===== src/assert_macros.svh =====
// assertion helpers for the rtl
`ifndef ASSERT_MACROS_SVH
`define ASSERT_MACROS_SVH

// property must hold at every clock edge outside reset
`define ASSERT_ALWAYS(lbl, clk, rst_n, prop) \
    lbl: assert property (@(posedge clk) disable iff (!rst_n) (prop)) \
        else $error("assertion failed");

// antecedent implies consequent on the next clock edge
`define ASSERT_NEXT(lbl, clk, rst_n, ante, cons) \
    lbl: assert property (@(posedge clk) disable iff (!rst_n) (ante) |=> (cons)) \
        else $error("assertion failed");

`endif


===== src/arpc_pkg.sv =====
// ----------------------------------------------------------------------------
// arpc_pkg
// types and constants shared by the arp cache table engine
// ----------------------------------------------------------------------------
`default_nettype none

package arpc_pkg;

    localparam int DEF_ENTRIES = 64;

    localparam int IP_W  = 32;
    localparam int MAC_W = 48;
    localparam int OP_W  = 16;
    localparam int ENT_W = IP_W + MAC_W;

    localparam logic [1:0] REQ_INSERT = 2'd0;
    localparam logic [1:0] REQ_LOOKUP = 2'd1;
    localparam logic [1:0] REQ_PACKET = 2'd2;
    localparam logic [1:0] REQ_RSVD   = 2'd3;

    localparam logic [OP_W-1:0] OPC_REQUEST = 16'd1;

    typedef enum logic [2:0] {
        S_IDLE,
        S_START,
        S_SCAN_ADDR,
        S_SCAN_CMP,
        S_WRITE,
        S_RESULT
    } t_state;

    typedef struct packed {
        logic load;
        logic inc_idx;
        logic set_found;
        logic wr_en;
        logic out_load;
    } t_dp_cmd;

    typedef struct packed {
        logic is_lookup;
        logic is_rsvd;
        logic count_zero;
        logic idx_last;
        logic match;
        logic out_free;
    } t_dp_sts;

endpackage

`default_nettype wire


===== src/arpc_ctrl.sv =====
// ----------------------------------------------------------------------------
// arpc_ctrl
// request sequencer: match scan, table write and result hand-off
// ----------------------------------------------------------------------------
`default_nettype none

module arpc_ctrl (
    input  wire logic              i_clk,
    input  wire logic              i_rst_n,
    input  wire logic              i_in_valid,
    output logic                   o_in_stall,
    input  wire arpc_pkg::t_dp_sts i_sts,
    output arpc_pkg::t_dp_cmd      o_cmd
);

    import arpc_pkg::*;

    t_state r_state;
    t_state n_state;

    always_ff @(posedge i_clk) begin
        if (!i_rst_n) begin
            r_state <= S_IDLE;
        end else begin
            r_state <= n_state;
        end
    end

    always_comb begin
        n_state    = r_state;
        o_cmd      = '0;
        o_in_stall = 1'b1;
        case (r_state)
            S_IDLE: begin
                o_in_stall = 1'b0;
                if (i_in_valid) begin
                    o_cmd.load = 1'b1;
                    n_state    = S_START;
                end
            end
            S_START: begin
                if (i_sts.is_rsvd) begin
                    n_state = S_RESULT;
                end else if (i_sts.count_zero) begin
                    n_state = i_sts.is_lookup ? S_RESULT : S_WRITE;
                end else begin
                    n_state = S_SCAN_ADDR;
                end
            end
            S_SCAN_ADDR: begin
                n_state = S_SCAN_CMP;
            end
            S_SCAN_CMP: begin
                if (i_sts.match) begin
                    o_cmd.set_found = 1'b1;
                    n_state = i_sts.is_lookup ? S_RESULT : S_WRITE;
                end else if (i_sts.idx_last) begin
                    n_state = i_sts.is_lookup ? S_RESULT : S_WRITE;
                end else begin
                    o_cmd.inc_idx = 1'b1;
                    n_state       = S_SCAN_ADDR;
                end
            end
            S_WRITE: begin
                o_cmd.wr_en = 1'b1;
                n_state     = S_RESULT;
            end
            S_RESULT: begin
                if (i_sts.out_free) begin
                    o_cmd.out_load = 1'b1;
                    n_state        = S_IDLE;
                end
            end
            default: begin
                n_state = S_IDLE;
            end
        endcase
    end

endmodule

`default_nettype wire


===== config.mk =====
export PLATFORM = sky130hd
export DESIGN_NAME = arpc_ctrl
export DESIGN_NICKNAME = d
export VERILOG_FILES = /design/src/assert_macros.svh /design/src/arpc_pkg.sv /design/src/arpc_ctrl.sv
export SDC_FILE = /design/constraint.sdc
export NUM_CORES = 1
export LEC_CHECK = 0
export ABC_AREA = 1
export BUFFER_PORTS_ARGS = -buffer_cell sky130_fd_sc_hd__buf_2
export CAP_MARGIN = 20
export CELL_PAD_IN_SITES_DETAIL_PLACEMENT = 0
export CELL_PAD_IN_SITES_GLOBAL_PLACEMENT = 2
export CORE_MARGIN = 5
export CORE_UTILIZATION = 19
export CTS_BUF_LIST = sky130_fd_sc_hd__clkbuf_4 sky130_fd_sc_hd__clkbuf_8
export DETAILED_ROUTE_END_ITERATION = 12
export PLACE_DENSITY = 0.74
export SLEW_MARGIN = 20
export SYNTH_ARGS = -nofsm -noshare
export SYNTH_HDL_FRONTEND = slang
export SYNTH_SLANG_ARGS = --single-unit

===== constraint.sdc =====
create_clock -name i_clk -period 1.3 [get_ports i_clk]
set_clock_uncertainty 0.1 [all_clocks]
set_input_delay 0.065 -clock i_clk [delete_from_list [all_inputs] [get_ports i_clk]]
set_output_delay 0.065 -clock i_clk [all_outputs]
set_load 0.05 [all_outputs]

Yosys cells after proc, flatten, opt, wreduce, memory -nomap -nowiden:

Index checks and enable logic that the tools add are counted.

* equal/unequal tests: 7
* mux-type cells: 18
* reduce and logical (&&, ||, !) cells: 2

Operators with widths (count)
* $mux 3: 6
* $pmux 3 s6: 1
* $mux 1: 10
* $eq 3x2->1 const B: 2
* $eq 3x3->1 const B: 2
* $ne 2x2->1 const B: 2
* $eq 3x1->1 const B: 1
* $logic_not 3->1: 1
* $mux 2: 1
* $reduce_and 2->1: 1

* flip-flop bits (word level): 3
* input port bits: 9
* output and inout bits: 6
* word-level logic and storage cells: 28

Depth between registers and ports, before layout:

* depth in word-level cells: 4
* depth in mapped cells: 6
* mapped depth without buffers: 6

Least setup slack after synthesis:

OpenSTA, ideal clock, no wires.

* path kind: register to output
* start: reg r_state[1]
* end: out o_cmd[2] (netlist bit)
* arrival time: 1.499 ns
* data required time: 1.135 ns
* slack: -0.364 ns
* cell stages (with the launch flop): 3
* buffers on the path: 0
* cells stage by stage: dfxtp_1 nand2_1 nor3_1

RTL lines
* start: declaration: RTL line arpc_ctrl.sv:18 `t_state r_state;`
* start signal: assignment: RTL line arpc_ctrl.sv:25 `r_state <= n_state;`
* end: declaration: RTL line arpc_ctrl.sv:13 `output arpc_pkg::t_dp_cmd o_cmd`

==> qor_table.md <==
| Step | Item | Reported |
| --- | --- | --- |
| outcome | Outcome | finished clean |
| timing | Max Freq | 0.797 GHz |
| worst setup path | Last element of the critical path | o_cmd[4] |
| worst setup path | Capture point of the worst reg-to-reg path | r_state[0] |
| detailed routing | Detailed-routing iteration count for the pre-antenna-repair pass | 4 |
| worst hold path | Worst hold path class | input pin to register |
| detailed routing | Via/cell ratio | 4.28 |
| worst setup path | Critical path start-end classification | register to output pin |
| logic synthesis | Fraction of registers with async set or reset after synthesis | 0% |
| flow run | Number of violations of the max-capacitance limit | 0 |
| clock tree | Clk Tree Root Cell | sky130_fd_sc_hd__clkbuf_4 |
| layout | Nets | 77 |
| floorplan | Chip Width | 46.8 um |
| worst setup path | Kind of capture point of the worst setup path | output pin |
| logic synthesis | Total of flip-flops plus latches after synthesis | 3 |
| detailed routing | Routed Wire Length | 809 um |
| clock tree | Max H-tree Level | 1 |
| logic synthesis | Number of synthesized flops with an enable pin | 0 |
| logic synthesis | Synthesized netlist cell count | 47 |
| worst setup path | Worst setup path startpoint | r_state[0] |
| worst setup path | Total number of cells along the worst setup path | 4 |
| logic synthesis | Post-synthesis cell type with the largest combined area | sky130_fd_sc_hd__dfxtp_1 |
| global route | Met3 Resource Use GR | 3.83% |
| clock tree | Clock network latency to the later pin of the worst-skew pair | 230 ps |
| timing | Final hold violation count | 0 |
| clock tree | Clk slew on worst S/H paths | 40 ps |
| logic synthesis | Total standard cell area after synthesis | 258 sq um |
| global route | Antenna violations before repair | 0 |
| timing | Final critical-path share of the clock period | 96.6% |
| clock tree | TritonCTS clock tree | built |
| floorplan | Starting utilization of the core area | 20.1% |
| worst setup path | Startpoint class of the critical path | register |
| floorplan | Overall die area | 0.00219 sq mm |
| worst setup path | Slack of the worst reg-to-reg path | 190 ps |
| floorplan | Top Ports | 15 |
| detailed routing | Drt drc | 0 |
| power | Static leakage | 0.257 nW |
| detailed routing | Number of design-rule violations left by the first detailed-router iteration | 11 |
| logic synthesis | Yosys warning total | 0 |
| place | Final weighted congestion of routability-driven global placement | 0.679 |
| clock tree | # clock sinks | 3 |
| detailed routing | Number of nets with antenna violations after routing | 0 |
| worst setup path | Required arrival time at the worst endpoint | 1130 ps |
| power | Max IR drop VDD | 0.000428 V |
| global route | Fraction of met2 tracks used by global routing | 15.7% |
| floorplan | Vertical die dimension | 46.8 um |
| timing | Unrepaired setup endpoints after global routing | true |
| timing | Actual transition at the worst max-transition pin | 250 ps |
| logic synthesis | Prevailing post-synth register cell | sky130_fd_sc_hd__dfxtp_1 |
| floorplan | Core Box Area | 0.00128 sq mm |
| logic synthesis | Top-area cell type share of the netlist area | 23.3% |
| floorplan | Placement Rows | 13 |
| layout | Max reg flops | 3 |
| layout | Biggest register | r_state |
| timing | Max-slew violation count | 0 |
| global route | Met1 routing resource usage after global routing | 7.47% |
| logic synthesis | Top cell types by occurrence after synthesis | sky130_fd_sc_hd__inv_1 (9), sky130_fd_sc_hd__nand2_1 (8), sky130_fd_sc_hd__nand3_1 (6), sky130_fd_sc_hd__nor2_1 (6), sky130_fd_sc_hd__inv_2 (4) |
| place | HPWL after detailed placement | 605 um |
| logic synthesis | Proportion of synthesized chip area in sequential cells | 23.3% |
| worst hold path | Cells on Worst Hold Path | 4 |
| timing | Setup Viol. Count Final | 0 |
| worst setup path | Crit path max-delay cell type | sky130_fd_sc_hd__dfxtp_4 |
| global route | Largest net degree at the start of global routing | 7 |
| worst setup path | Number of buffers and inverters on the critical path | 1 |
| layout | Antenna fix cells | 0 |
| layout | Fraction of layout instances using a drive strength above 1 | 53.7% |
| clock tree | Number of buffers created by CTS | 3 |
| global route | Peak-usage layer in the global routing report | met2 |
| worst setup path | Number of cells on the worst reg-to-reg path | 7 |
| place | Count of input and output buffers | 14 |
| detailed routing | Final routed wire length divided by cell count | 9.87 um |
| global route | Residual overflow from global routing | 0 |
| global route | Overall track demand over capacity in global routing | 8.51% |
| power | Pwr/cell area | 1240 mW/mm^2 |
| logic synthesis | Synth area leaders | sky130_fd_sc_hd__dfxtp_1 (23%), sky130_fd_sc_hd__inv_1 (13%), sky130_fd_sc_hd__nand3_1 (12%), sky130_fd_sc_hd__nand2_1 (12%), sky130_fd_sc_hd__nor2_1 (8.7%) |
| global route | Number of global-route vias before repair | 364 |
| layout | Largest registers | r_state x3 |
| logic synthesis | Distinct cells, synth | 14 |
| logic synthesis | Average cell area after synthesis | 5.48 sq um |
| worst setup path | Gate family responsible for the most delay along the worst path | flip-flops |
| clock tree | Deepest clock path buffer count | 2 |
| detailed routing | Total vias in the final route | 351 |
| timing | Fin crit period | 1260 ps |
| logic synthesis | Syn nets | 56 |
| place | Cell area reported after detailed placement | 362 sq um |
| worst setup path | Maximum single-stage delay on the critical path | 360 ps |
| worst setup path | Maximum fanout count along the critical path | 4 |
| worst setup path | Worst R2R Start | r_state[1] |
| global route | Global-route wire length before repair | 1.30 mm |
| layout | Area grow syn2layout | 77.7% |
| timing | Slew margin rel. | 83.4% |
| worst setup path | List of cells traversed by the critical path | nor2_2 > nand2_2 > nor2_4 > buf_4 |
| logic synthesis | Most common cell in the synthesized netlist | sky130_fd_sc_hd__inv_1 |
| layout | End-of-flow core utilization | 35.6% |
| layout | Final cell area excluding filler cells | 458 sq um |
| worst setup path | Arrival time reported for the critical path endpoint | 1090 ps |
[worst reg2reg max path, stage by stage (launching register included)]
cell                      delay [ps]
sky130_fd_sc_hd__dfxtp_4         370
sky130_fd_sc_hd__nand2_4          70
sky130_fd_sc_hd__nor2_4           90
sky130_fd_sc_hd__buf_4           120
sky130_fd_sc_hd__nand3_1          60
sky130_fd_sc_hd__nand3_1          80
sky130_fd_sc_hd__nand2_1          70
sky130_fd_sc_hd__a21oi_2         100
[metal layers]
layer | vias to the layer above | part of all wire, %
met5 | - | 0
met4 | 0 | 0
met3 | 0 | 7.7
met2 | 8 | 56
met1 | 158 | 36
li1 | 185 | -
[area by class of cell]
type / instances / area, sq um
Multi-Input combinational cell: 31 / 184
Inverter: 13 / 48.8
Clock buffer: 4 / 30.0
Sequential cell: 3 / 68.8
Timing Repair Buffer: 16 / 108
Fill cell: 158 / 827
Tap cell: 15 / 18.8
[placed cells by master, fill, tap and decap left out, types with 2 or more instances in the layout]
cell and count:
sky130_fd_sc_hd__buf_2 9, sky130_fd_sc_hd__nor2_1 3, sky130_fd_sc_hd__buf_4 3, sky130_fd_sc_hd__inv_1 9
sky130_fd_sc_hd__o21ai_1 2, sky130_fd_sc_hd__nor2_4 2, sky130_fd_sc_hd__buf_6 2, sky130_fd_sc_hd__inv_2 4
sky130_fd_sc_hd__nor2_2 3, sky130_fd_sc_hd__dfxtp_4 2, sky130_fd_sc_hd__nand3_1 5, sky130_fd_sc_hd__clkbuf_4 5
sky130_fd_sc_hd__nand2_1 7
[how the worst min path moves through the flow]
stage | end | slack [ps] | from
final | r_state[0] | 7 | i_sts[0]
after global routing | r_state[0] | 20 | i_sts[0]
after CTS | r_state[0] | 1 | i_sts[0]
after detailed placement | r_state[1] | 180 | i_rst_n
after global placement | r_state[1] | 190 | i_rst_n
after floorplan | r_state[1] | 70 | i_rst_n
[timing repair]
action | 4_1_cts | 5_1_grt
resized for setup | 10 | 7
hold endpoints to repair | 2 | 0
setup endpoints to repair | 5 | 4
hold buffers | 1 | 0
pin swaps | 1 | 1
setup buffers | 1 | 0
[metrics by stage]
stage | total power [W] | setup TNS [ps] | setup WS, ps | cells | hold WS, ps
2_1_floorplan | 0.000296 | 0 | 60.6 | 47 | 74.1
3_3_place_gp | 0.000351 | 0 | 109 | 76 | 187
3_5_place_dp | 0.000349 | 0 | 82.5 | 76 | 184
4_1_cts | 0.000563 | 0 | 1.28 | 82 | 1.22
5_1_grt | 0.000603 | -49.4 | -31.6 | 82 | 19.5
6_report | 0.000566 | 0 | 44.8 | 82 | 7.47
[power by group]
part | switching, W | total [W] | internal [W]
Clock | 0.0000503 | 0.000186 | 0.000136
Sequential | 0.0000250 | 0.000134 | 0.000109
Combinational | 0.000166 | 0.000246 | 0.0000800
Total | 0.000241 | 0.000566 | 0.000325
[kinds of logic (layout without fill, tap and decap cells)]
logic type | Yosys count | count (layout) | share of synthesized area [%]
AOI/OAI and AO/OA | 6 | 6 | 14.6
buffers and inverters | 13 | 33 | 18.9
DFF | 3 | 3 | 23.3
and+or+nand+nor | 25 | 25 | 43.2
Power figures use the tool's default switching activity.
